File: src/rtl/core/hrlp_pkg.sv
// types, constants and reset values shared by the request line parser
package hrlp_pkg;

    localparam int MAX_PATH   = 1024;
    localparam int CNT_W      = $clog2(MAX_PATH + 1);
    localparam int PATH_LEN_W = 11;

    typedef enum logic [2:0] {
        PH_BEFORE_METHOD  = 3'd0,
        PH_METHOD         = 3'd1,
        PH_BEFORE_PATH    = 3'd2,
        PH_PATH           = 3'd3,
        PH_BEFORE_VERSION = 3'd4,
        PH_VERSION        = 3'd5,
        PH_AFTER          = 3'd6,
        PH_LINE_DONE      = 3'd7
    } phase_t;

    typedef enum logic [1:0] {
        ESC_NONE = 2'd0,
        ESC_HIGH = 2'd1,
        ESC_LOW  = 2'd2
    } esc_t;

    typedef enum logic [1:0] {
        PM_EMIT  = 2'd0,
        PM_QUERY = 2'd1,
        PM_STOP  = 2'd2
    } path_mode_t;

    localparam logic [3:0] ERR_VER  = 4'b0001;
    localparam logic [3:0] ERR_PATH = 4'b0010;
    localparam logic [3:0] ERR_TRAV = 4'b0100;
    localparam logic [3:0] ERR_METH = 4'b1000;

    localparam logic [1:0] ST_OK          = 2'd0;
    localparam logic [1:0] ST_BAD_REQUEST = 2'd1;
    localparam logic [1:0] ST_FORBIDDEN   = 2'd2;
    localparam logic [1:0] ST_NOT_ALLOWED = 2'd3;

    localparam logic [1:0] MK_GET         = 2'd0;
    localparam logic [1:0] MK_HEAD        = 2'd1;
    localparam logic [1:0] MK_UNSUPPORTED = 2'd2;

    localparam logic [1:0] VK_0_9 = 2'd0;
    localparam logic [1:0] VK_1_0 = 2'd1;
    localparam logic [1:0] VK_1_1 = 2'd2;

    localparam logic [7:0] CH_CR      = 8'h0d;
    localparam logic [7:0] CH_LF      = 8'h0a;
    localparam logic [7:0] CH_NUL     = 8'h00;
    localparam logic [7:0] CH_SPACE   = 8'h20;
    localparam logic [7:0] CH_SLASH   = 8'h2f;
    localparam logic [7:0] CH_DOT     = 8'h2e;
    localparam logic [7:0] CH_QUERY   = 8'h3f;
    localparam logic [7:0] CH_PLUS    = 8'h2b;
    localparam logic [7:0] CH_PERCENT = 8'h25;

    localparam logic [0:1][3:0]      METHOD_LEN  = '{4'd3, 4'd4};
    localparam logic [0:1][0:3][7:0] METHOD_TEXT = '{{"GET", 8'h00}, "HEAD"};
    localparam logic [0:2][0:7][7:0] VERSION_TEXT = '{"HTTP/0.9", "HTTP/1.0", "HTTP/1.1"};

    typedef struct packed {
        phase_t           token_phase;
        logic [3:0]       token_position;
        logic [1:0]       method_match;
        logic [2:0]       version_match;
        esc_t             escape_phase;
        logic [3:0]       high_nibble;
        logic [15:0]      recent_decoded;
        logic [3:0]       error_flags;
        path_mode_t       path_mode;
        logic [CNT_W-1:0] path_count;
    } state_t;

    localparam state_t STATE_INIT = '{
        token_phase:    PH_BEFORE_METHOD,
        token_position: 4'd0,
        method_match:   2'b11,
        version_match:  3'b111,
        escape_phase:   ESC_NONE,
        high_nibble:    4'd0,
        recent_decoded: 16'd0,
        error_flags:    4'd0,
        path_mode:      PM_EMIT,
        path_count:     '0
    };

    typedef struct packed {
        logic [7:0] data_byte;
        logic       end_of_request;
    } req_t;

    typedef struct packed {
        logic [7:0]            path_byte;
        logic                  path_valid;
        logic                  done_res;
        logic [1:0]            status_code;
        logic [1:0]            method_kind;
        logic [1:0]            version_kind;
        logic [PATH_LEN_W-1:0] path_length;
    } res_t;

    typedef struct packed {
        state_t next_state;
        logic   produce;
        res_t   res;
    } step_out_t;

endpackage

File: src/rtl/core/hrlp_input_stage.sv
// input register holding one request byte transaction
module hrlp_input_stage (
    input  logic          clk,
    input  logic          rst_n,
    input  logic          req_valid,
    output logic          req_ready,
    input  hrlp_pkg::req_t req_data,
    input  logic          take,
    output logic          held_valid,
    output hrlp_pkg::req_t held_data
);

    logic           valid_reg;
    hrlp_pkg::req_t data_reg;

    assign req_ready  = !valid_reg || take;
    assign held_valid = valid_reg;
    assign held_data  = data_reg;

    always_ff @(posedge clk or negedge rst_n)
    begin
        if (!rst_n)
        begin
            valid_reg <= 1'b0;
        end
        else if (req_valid && req_ready)
        begin
            valid_reg <= 1'b1;
        end
        else if (take)
        begin
            valid_reg <= 1'b0;
        end
    end

    always_ff @(posedge clk)
    begin
        if (req_valid && req_ready)
        begin
            data_reg <= req_data;
        end
    end

endmodule

File: src/rtl/core/hrlp_step.sv
// next-state and result logic for one request byte
module hrlp_step (
    input  hrlp_pkg::state_t    cur_state,
    input  hrlp_pkg::req_t      item,
    output hrlp_pkg::step_out_t step
);

    typedef struct packed {
        hrlp_pkg::state_t st;
        logic             ev;
        logic [7:0]       eb;
    } work_t;

    function automatic logic [4:0] hex_value(input logic [7:0] c);
        logic [4:0] r;
        r = 5'd0;
        if (c >= "0" && c <= "9")
        begin
            r = {1'b1, 4'(c - "0")};
        end
        else if (c >= "a" && c <= "f")
        begin
            r = {1'b1, 4'(c - "a" + 8'd10)};
        end
        else if (c >= "A" && c <= "F")
        begin
            r = {1'b1, 4'(c - "A" + 8'd10)};
        end
        return r;
    endfunction

    function automatic work_t take_decoded(input work_t wi, input logic [7:0] d);
        work_t w;
        w = wi;
        if (w.st.path_mode != hrlp_pkg::PM_STOP)
        begin
            if (d == hrlp_pkg::CH_NUL)
            begin
                w.st.path_mode = hrlp_pkg::PM_STOP;
            end
            else
            begin
                if (w.st.recent_decoded[15:8] == hrlp_pkg::CH_DOT
                    && w.st.recent_decoded[7:0] == hrlp_pkg::CH_DOT
                    && d == hrlp_pkg::CH_SLASH)
                begin
                    w.st.error_flags = w.st.error_flags | hrlp_pkg::ERR_TRAV;
                end
                w.st.recent_decoded = {w.st.recent_decoded[7:0], d};
                if (w.st.path_mode == hrlp_pkg::PM_EMIT)
                begin
                    if (d == hrlp_pkg::CH_QUERY)
                    begin
                        w.st.path_mode = hrlp_pkg::PM_QUERY;
                    end
                    else if (w.st.path_count >= hrlp_pkg::CNT_W'(hrlp_pkg::MAX_PATH))
                    begin
                        w.st.error_flags = w.st.error_flags | hrlp_pkg::ERR_PATH;
                        w.st.path_mode   = hrlp_pkg::PM_STOP;
                    end
                    else
                    begin
                        w.ev            = 1'b1;
                        w.eb            = d;
                        w.st.path_count = w.st.path_count + 1'b1;
                    end
                end
            end
        end
        return w;
    endfunction

    function automatic work_t path_byte_in(input work_t wi, input logic [7:0] c);
        work_t      w;
        logic [4:0] h;
        w = wi;
        h = hex_value(c);
        if (w.st.token_position == 4'd0 && c != hrlp_pkg::CH_SLASH)
        begin
            w.st.error_flags = w.st.error_flags | hrlp_pkg::ERR_PATH;
        end
        if ((w.st.error_flags & hrlp_pkg::ERR_PATH) != 4'd0)
        begin
            w.st.escape_phase = hrlp_pkg::ESC_NONE;
        end
        else if (w.st.escape_phase == hrlp_pkg::ESC_HIGH
                 || w.st.escape_phase == hrlp_pkg::ESC_LOW)
        begin
            if (!h[4])
            begin
                w.st.error_flags  = w.st.error_flags | hrlp_pkg::ERR_PATH;
                w.st.escape_phase = hrlp_pkg::ESC_NONE;
                w.st.path_mode    = hrlp_pkg::PM_STOP;
            end
            else if (w.st.escape_phase == hrlp_pkg::ESC_HIGH)
            begin
                w.st.high_nibble  = h[3:0];
                w.st.escape_phase = hrlp_pkg::ESC_LOW;
            end
            else
            begin
                w.st.escape_phase = hrlp_pkg::ESC_NONE;
                w = take_decoded(w, {w.st.high_nibble, h[3:0]});
            end
        end
        else if (c == hrlp_pkg::CH_PERCENT)
        begin
            w.st.escape_phase = hrlp_pkg::ESC_HIGH;
        end
        else
        begin
            w = take_decoded(w, (c == hrlp_pkg::CH_PLUS) ? hrlp_pkg::CH_SPACE : c);
        end
        return w;
    endfunction

    function automatic work_t token_byte(input work_t wi, input logic [7:0] c);
        work_t w;
        w = wi;
        if (w.st.token_phase == hrlp_pkg::PH_METHOD)
        begin
            for (int k = 0; k < 2; k++)
            begin
                if (!(w.st.token_position < hrlp_pkg::METHOD_LEN[k]
                      && c == hrlp_pkg::METHOD_TEXT[k][w.st.token_position[1:0]]))
                begin
                    w.st.method_match[k] = 1'b0;
                end
            end
        end
        else if (w.st.token_phase == hrlp_pkg::PH_PATH)
        begin
            w = path_byte_in(w, c);
        end
        else if (w.st.token_phase == hrlp_pkg::PH_VERSION)
        begin
            for (int k = 0; k < 3; k++)
            begin
                if (!(!w.st.token_position[3]
                      && c == hrlp_pkg::VERSION_TEXT[k][w.st.token_position[2:0]]))
                begin
                    w.st.version_match[k] = 1'b0;
                end
            end
        end
        if (w.st.token_position != 4'd15)
        begin
            w.st.token_position = w.st.token_position + 4'd1;
        end
        return w;
    endfunction

    function automatic work_t finish_token(input work_t wi);
        work_t w;
        w = wi;
        if (w.st.token_phase == hrlp_pkg::PH_METHOD)
        begin
            if (w.st.token_position != 4'd3)
            begin
                w.st.method_match[0] = 1'b0;
            end
            if (w.st.token_position != 4'd4)
            begin
                w.st.method_match[1] = 1'b0;
            end
            if (w.st.method_match == 2'b00)
            begin
                w.st.error_flags = w.st.error_flags | hrlp_pkg::ERR_METH;
            end
        end
        else if (w.st.token_phase == hrlp_pkg::PH_PATH)
        begin
            if (w.st.escape_phase != hrlp_pkg::ESC_NONE)
            begin
                w.st.error_flags = w.st.error_flags | hrlp_pkg::ERR_PATH;
            end
            w.st.escape_phase = hrlp_pkg::ESC_NONE;
        end
        else if (w.st.token_phase == hrlp_pkg::PH_VERSION)
        begin
            if (w.st.token_position != 4'd8)
            begin
                w.st.version_match = 3'b000;
            end
            if (w.st.version_match == 3'b000)
            begin
                w.st.error_flags = w.st.error_flags | hrlp_pkg::ERR_VER;
            end
        end
        return w;
    endfunction

    function automatic work_t close_line(input work_t wi);
        work_t            w;
        hrlp_pkg::phase_t p;
        w = wi;
        p = w.st.token_phase;
        w = finish_token(w);
        if (p <= hrlp_pkg::PH_BEFORE_VERSION)
        begin
            w.st.error_flags   = w.st.error_flags | hrlp_pkg::ERR_VER;
            w.st.version_match = 3'b000;
        end
        if (p <= hrlp_pkg::PH_BEFORE_PATH)
        begin
            w.st.error_flags = w.st.error_flags | hrlp_pkg::ERR_PATH;
        end
        if (p == hrlp_pkg::PH_BEFORE_METHOD)
        begin
            w.st.method_match = 2'b00;
        end
        w.st.token_phase = hrlp_pkg::PH_LINE_DONE;
        return w;
    endfunction

    function automatic hrlp_pkg::phase_t phase_after(input hrlp_pkg::phase_t p);
        hrlp_pkg::phase_t r;
        unique case (p)
            hrlp_pkg::PH_BEFORE_METHOD:  r = hrlp_pkg::PH_METHOD;
            hrlp_pkg::PH_METHOD:         r = hrlp_pkg::PH_BEFORE_PATH;
            hrlp_pkg::PH_BEFORE_PATH:    r = hrlp_pkg::PH_PATH;
            hrlp_pkg::PH_PATH:           r = hrlp_pkg::PH_BEFORE_VERSION;
            hrlp_pkg::PH_BEFORE_VERSION: r = hrlp_pkg::PH_VERSION;
            hrlp_pkg::PH_VERSION:        r = hrlp_pkg::PH_AFTER;
            default:                     r = p;
        endcase
        return r;
    endfunction

    logic [7:0] c;
    logic       last;
    logic       eol;
    work_t      w;

    assign c    = item.data_byte;
    assign last = item.end_of_request;
    assign eol  = (c == hrlp_pkg::CH_CR) || (c == hrlp_pkg::CH_LF) || (c == hrlp_pkg::CH_NUL);

    always_comb
    begin
        w    = '0;
        w.st = cur_state;

        unique case (cur_state.token_phase) inside
            hrlp_pkg::PH_BEFORE_METHOD:
            begin
                if (eol)
                begin
                    if (w.st.token_position != 4'd0)
                    begin
                        w = close_line(w);
                    end
                end
                else if (c == hrlp_pkg::CH_SPACE)
                begin
                    w.st.token_position = 4'd1;
                end
                else
                begin
                    w.st.token_phase    = hrlp_pkg::PH_METHOD;
                    w.st.token_position = 4'd0;
                    w = token_byte(w, c);
                end
            end
            hrlp_pkg::PH_METHOD, hrlp_pkg::PH_PATH, hrlp_pkg::PH_VERSION:
            begin
                if (eol)
                begin
                    w = close_line(w);
                end
                else if (c == hrlp_pkg::CH_SPACE)
                begin
                    w = finish_token(w);
                    w.st.token_phase    = phase_after(cur_state.token_phase);
                    w.st.token_position = 4'd0;
                end
                else
                begin
                    w = token_byte(w, c);
                end
            end
            hrlp_pkg::PH_BEFORE_PATH, hrlp_pkg::PH_BEFORE_VERSION:
            begin
                if (eol)
                begin
                    w = close_line(w);
                end
                else if (c != hrlp_pkg::CH_SPACE)
                begin
                    w.st.token_phase    = phase_after(cur_state.token_phase);
                    w.st.token_position = 4'd0;
                    w = token_byte(w, c);
                end
            end
            hrlp_pkg::PH_AFTER:
            begin
                if (eol)
                begin
                    w = close_line(w);
                end
            end
            default:
            begin
            end
        endcase

        if (last && w.st.token_phase != hrlp_pkg::PH_LINE_DONE)
        begin
            w = close_line(w);
        end

        step.produce            = w.ev || last;
        step.res                = '0;
        step.res.path_byte      = w.eb;
        step.res.path_valid     = w.ev;
        step.res.done_res       = last;
        if (last)
        begin
            if ((w.st.error_flags & (hrlp_pkg::ERR_VER | hrlp_pkg::ERR_PATH)) != 4'd0)
            begin
                step.res.status_code = hrlp_pkg::ST_BAD_REQUEST;
            end
            else if ((w.st.error_flags & hrlp_pkg::ERR_TRAV) != 4'd0)
            begin
                step.res.status_code = hrlp_pkg::ST_FORBIDDEN;
            end
            else if ((w.st.error_flags & hrlp_pkg::ERR_METH) != 4'd0)
            begin
                step.res.status_code = hrlp_pkg::ST_NOT_ALLOWED;
            end
            else
            begin
                step.res.status_code = hrlp_pkg::ST_OK;
            end

            if (w.st.method_match[0])
            begin
                step.res.method_kind = hrlp_pkg::MK_GET;
            end
            else if (w.st.method_match[1])
            begin
                step.res.method_kind = hrlp_pkg::MK_HEAD;
            end
            else
            begin
                step.res.method_kind = hrlp_pkg::MK_UNSUPPORTED;
            end

            if (w.st.version_match[0])
            begin
                step.res.version_kind = hrlp_pkg::VK_0_9;
            end
            else if (w.st.version_match[1])
            begin
                step.res.version_kind = hrlp_pkg::VK_1_0;
            end
            else if (w.st.version_match[2])
            begin
                step.res.version_kind = hrlp_pkg::VK_1_1;
            end
            else
            begin
                step.res.version_kind = hrlp_pkg::VK_0_9;
            end

            step.res.path_length = hrlp_pkg::PATH_LEN_W'(w.st.path_count);
            step.next_state      = hrlp_pkg::STATE_INIT;
        end
        else
        begin
            step.next_state = w.st;
        end
    end

endmodule

File: src/rtl/core/http_request_line_parser.sv
// top level of the http request line parser with path percent-decoding
//
// One request byte transaction can be taken every clock cycle while no result
// waits untaken. A byte passes through an input register and the parse and
// decode logic into the result register, which holds its result until it is
// taken. Bytes that give no result (separators, method and version bytes,
// escape digits) are absorbed without a result transaction; a result is given
// for each emitted path byte and for the byte marked as the end of the request.
// While a result waits, one more byte can enter the input register; the input
// then stalls until the result register is taken, whether or not that byte
// gives a result.
module http_request_line_parser (
    input  logic           clk,
    input  logic           rst_n,
    input  logic           req_valid,
    output logic           req_ready,
    input  hrlp_pkg::req_t req_data,
    output logic           res_valid,
    input  logic           res_ready,
    output hrlp_pkg::res_t res_data
);

    logic                held_valid;
    hrlp_pkg::req_t      held_data;
    logic                take;
    hrlp_pkg::state_t    state_reg;
    hrlp_pkg::step_out_t step;
    logic                res_valid_reg;
    hrlp_pkg::res_t      res_data_reg;

    assign take = held_valid && (!res_valid_reg || res_ready);

    hrlp_input_stage u_input_stage (
        .clk        (clk),
        .rst_n      (rst_n),
        .req_valid  (req_valid),
        .req_ready  (req_ready),
        .req_data   (req_data),
        .take       (take),
        .held_valid (held_valid),
        .held_data  (held_data)
    );

    hrlp_step u_step (
        .cur_state (state_reg),
        .item      (held_data),
        .step      (step)
    );

    always_ff @(posedge clk or negedge rst_n)
    begin
        if (!rst_n)
        begin
            state_reg     <= hrlp_pkg::STATE_INIT;
            res_valid_reg <= 1'b0;
        end
        else
        begin
            if (take)
            begin
                state_reg <= step.next_state;
            end
            if (take && step.produce)
            begin
                res_valid_reg <= 1'b1;
            end
            else if (res_ready)
            begin
                res_valid_reg <= 1'b0;
            end
        end
    end

    always_ff @(posedge clk)
    begin
        if (take && step.produce)
        begin
            res_data_reg <= step.res;
        end
    end

    assign res_valid = res_valid_reg;
    assign res_data  = res_data_reg;

endmodule

File: config.mk
export PLATFORM = sky130hd
export DESIGN_NAME = http_request_line_parser
export DESIGN_NICKNAME = d
export VERILOG_FILES = /design/src/rtl/core/hrlp_pkg.sv /design/src/rtl/core/hrlp_input_stage.sv /design/src/rtl/core/hrlp_step.sv /design/src/rtl/core/http_request_line_parser.sv
export SDC_FILE = /design/constraint.sdc
export NUM_CORES = 1
export LEC_CHECK = 0
export ABC_CLOCK_PERIOD_IN_PS = 9600
export BUFFER_PORTS_ARGS = -buffer_cell sky130_fd_sc_hd__buf_2
export CORE_AREA = 5 5 122 124
export CTS_BUF_LIST = sky130_fd_sc_hd__clkbuf_4 sky130_fd_sc_hd__clkbuf_8
export CTS_CLUSTER_DIAMETER = 200
export CTS_CLUSTER_SIZE = 25
export DETAILED_ROUTE_END_ITERATION = 6
export DIE_AREA = 0 0 127 129
export SETUP_SLACK_MARGIN = 0.5
export SLEW_MARGIN = 20
export SYNTH_ARGS = -nofsm -noshare
export SYNTH_HDL_FRONTEND = slang
export SYNTH_SLANG_ARGS = --single-unit
File: constraint.sdc
create_clock -name clk -period 9.6 [get_ports clk]
set_clock_uncertainty 0.05 [all_clocks]
set_input_delay 1.92 -clock clk [delete_from_list [all_inputs] [get_ports clk]]
set_output_delay 1.92 -clock clk [all_outputs]
set_load 0.02 [all_outputs]
==> metrics.yaml <==
synth:
  syn_area_um2: 6045
  synthTopCellsByArea: "dfrtp_1, edfxtp_1, a21oi_1"
  syn_avg_cell_area_um2: 8.850
  synth_seq_cells: 89
  synth_flop_cell: "dfrtp_1"
  async_flop_share: 0.5955
  yosys.area.top_type: "dfrtp_1"
  synth_edf_count: 36
  seq_area_frac_synth: 0.3993
  yosysWarnings: 0
  synth_nets: 709
  syn_inst: 683
  yosys.cell_types.count: 85
  synth_top_area_share: 0.1987
worst_setup_path:
  worst_setup_path_end_kind: "flop"
  cp.arrival_ps: 4670
  r2r_setup_slack_ps: 4900
  crit_path_end: "res_data[12]"
  r2r_end: "res_data[12]"
  r2r_cells: 11
  startpoint_type: "flop"
  cp.required_ps: 9560
  crit_start: "u_input_stage.held_data[1]"
  r2r_start: "u_input_stage.held_data[1]"
  worstPathMaxFanout: 27
  critical_path_class: "flop to flop"
die:
  fp.dieW_um: 127
  initial_core_util: 0.4423
  placementRows: 43
  die_y_um: 129
  ios: 42
  core_um2: 13670
  die-area_um2: 16380
power_and_ir_drop:
  peakVddDrop_v: 0.00007804
  power_mw: 1.030
  p_leak_nw: 2.451
  powerDensity_nw_per_um2: 157.6
timing:
  setup-violations-final: 0
  worstMarginPinSlew_ps: 970.8
  clock.fmax_ghz: 0.2127
  slew_violations: 0
  timing.final.crit_share: 0.4897
  fin_crit_ps: 4702
  whs_ps: 463.9
  max_slew_margin: 0.3521
  rsz0062_at_grt: "false"
  fin_tns_setup_ps: 0
  hold_viol_final: 0
drt:
  dr.pass1.iters: 5
  vias_per_cell: 6.306
  via_count: 5568
  drtIter0Drc: 585
  wire_per_inst_um: 21.28
  wl_mm: 18.79
  ant_nets: 0
  post-route-drc-count: 0
layout:
  fin_area_um2: 6538
  largest_register_ffs: 51
  fin_nets: 724
  antenna_cells: 0
  areaGrowthSynthToFinish_pct: 8.156
  final_cell_mix: "nor2_1, a21oi_1, nand2_1, dfrtp_1, o21ai_0"
  final_core_util: 0.4784
  final_common_cell: "nor2_1"
  drive_gt1_frac: 0.1294
grt:
  antenna_found_initial: 0
  busiest_layer: "met2"
  gr-total-overflow: 0
  first_global_vias: 5345
  grt_pass1_wl_mm: 30.37
  grt_util_met3: 0.04815
  met2_usage: 0.3851
  grt_max_degree: 54
  grtUsageMet1: 0.3152
  grt_usage: 0.2352
place:
  dpl-instance-area_um2: 6351
  gp_congestion: 0.9432
  dpl.hpwl_mm: 13.56
  io_buffer_count: 41
clock_tree:
  cts-root-buf: "clkbuf_8"
  htree_levels: 3
  clk_pin_slew_ps: 110
  clockBufferDepth: 2
  post-cts-setup-buffer-count: 0
  post_cts_resized: 0
  cts_inserted_buffers: 9
  ctsHoldBuffers: 0
  cts_sinks: 89
  cts_tree: "yes"
  clk_latency_ps: 400
min_path:
  hold_path_class: "flop to flop"
run:
  drv_cap: 0
run_status:
  outcome: "finished, final reports clean"
## cells in the mapped netlist, types with 6 or more instances
library cell   n
a211oi_1       8
a21oi_1       49
a22o_1        12
a22oi_1        7
a31oi_1       13
and2_1         6
buf_2         10
clkbuf_1      33
dfrtp_1       48
edfxtp_1      36
ha_1          13
inv_1         27
mux2i_1       10
nand2_1       48
nand2b_1       7
nand3_1       20
nand4_1        9
nor2_1        65
nor3_1        20
nor4_1         7
o211ai_1      14
o21ai_0       43
o221ai_1       6
o22ai_1        6
o31a_1         6
o31ai_1        7
or3_1         11
or4_1          6
xnor2_1       10
xor2_1         7
## final cells by class
class | count | area [um2]
Fill cell | 1353 | 7128
Multi-Input combinational cell | 517 | 3323
Sequential cell | 89 | 2414
Timing Repair Buffer | 50 | 272.8
Tap cell | 180 | 225.2
Clock buffer | 9 | 123.9
Inverter | 31 | 116.4
Clock inverter | 7 | 62.56
## power breakdown
part           internal [mW]  switching, mW  leakage, nW
Clock                 0.0985          0.157       0.0894
Combinational         0.0986          0.189         1.31
Sequential             0.439         0.0477         1.05
Total                  0.636          0.394         2.45
## how the worst min path moves through the flow
stage	from	cells past startpoint	slack [ps]	end
floorplan	state_reg[43]	2	410	state_reg[43]
global placement	state_reg[30]	1	440	state_reg[30]
detailed placement	state_reg[32]	1	440	state_reg[32]
CTS	state_reg[27]	1	470	state_reg[27]
global route	state_reg[27]	1	490	state_reg[27]
finish	state_reg[32]	1	460	state_reg[32]
## metrics by stage
step | cells | setup slack [ps]
6_report | 883 | 4898
5_1_grt | 883 | 4430
4_1_cts | 883 | 4931
3_5_place_dp | 867 | 4975
3_3_place_gp | 867 | 5195
2_1_floorplan | 683 | 5432
## critical path: stages (launching register included)
cell,delay (ps)
edfxtp_1,670
inv_1,250
ha_1,290
o21bai_1,310
a21oi_1,190
o22ai_1,470
o31ai_1,240
o21ai_1,380
nand2_1,360
inv_2,200
o21ai_1,110
inv_1,780
## layer usage
layer | vias up | wire, um
met5 | - | 0
met4 | 0 | 388
met3 | 29 | 1081
met2 | 193 | 9005
met1 | 2717 | 8317
li1 | 2629 | -
## logic make-up after synthesis
group	Yosys count	synth area share
flops	89	0.3993
mux	11	0.01842
compound gates	230	0.2627
buf+inv	77	0.05175
xor+xnor	17	0.02463
fa+ha+maj	13	0.02691
simple gates	246	0.2163
Power figures use the tool's default switching activity.
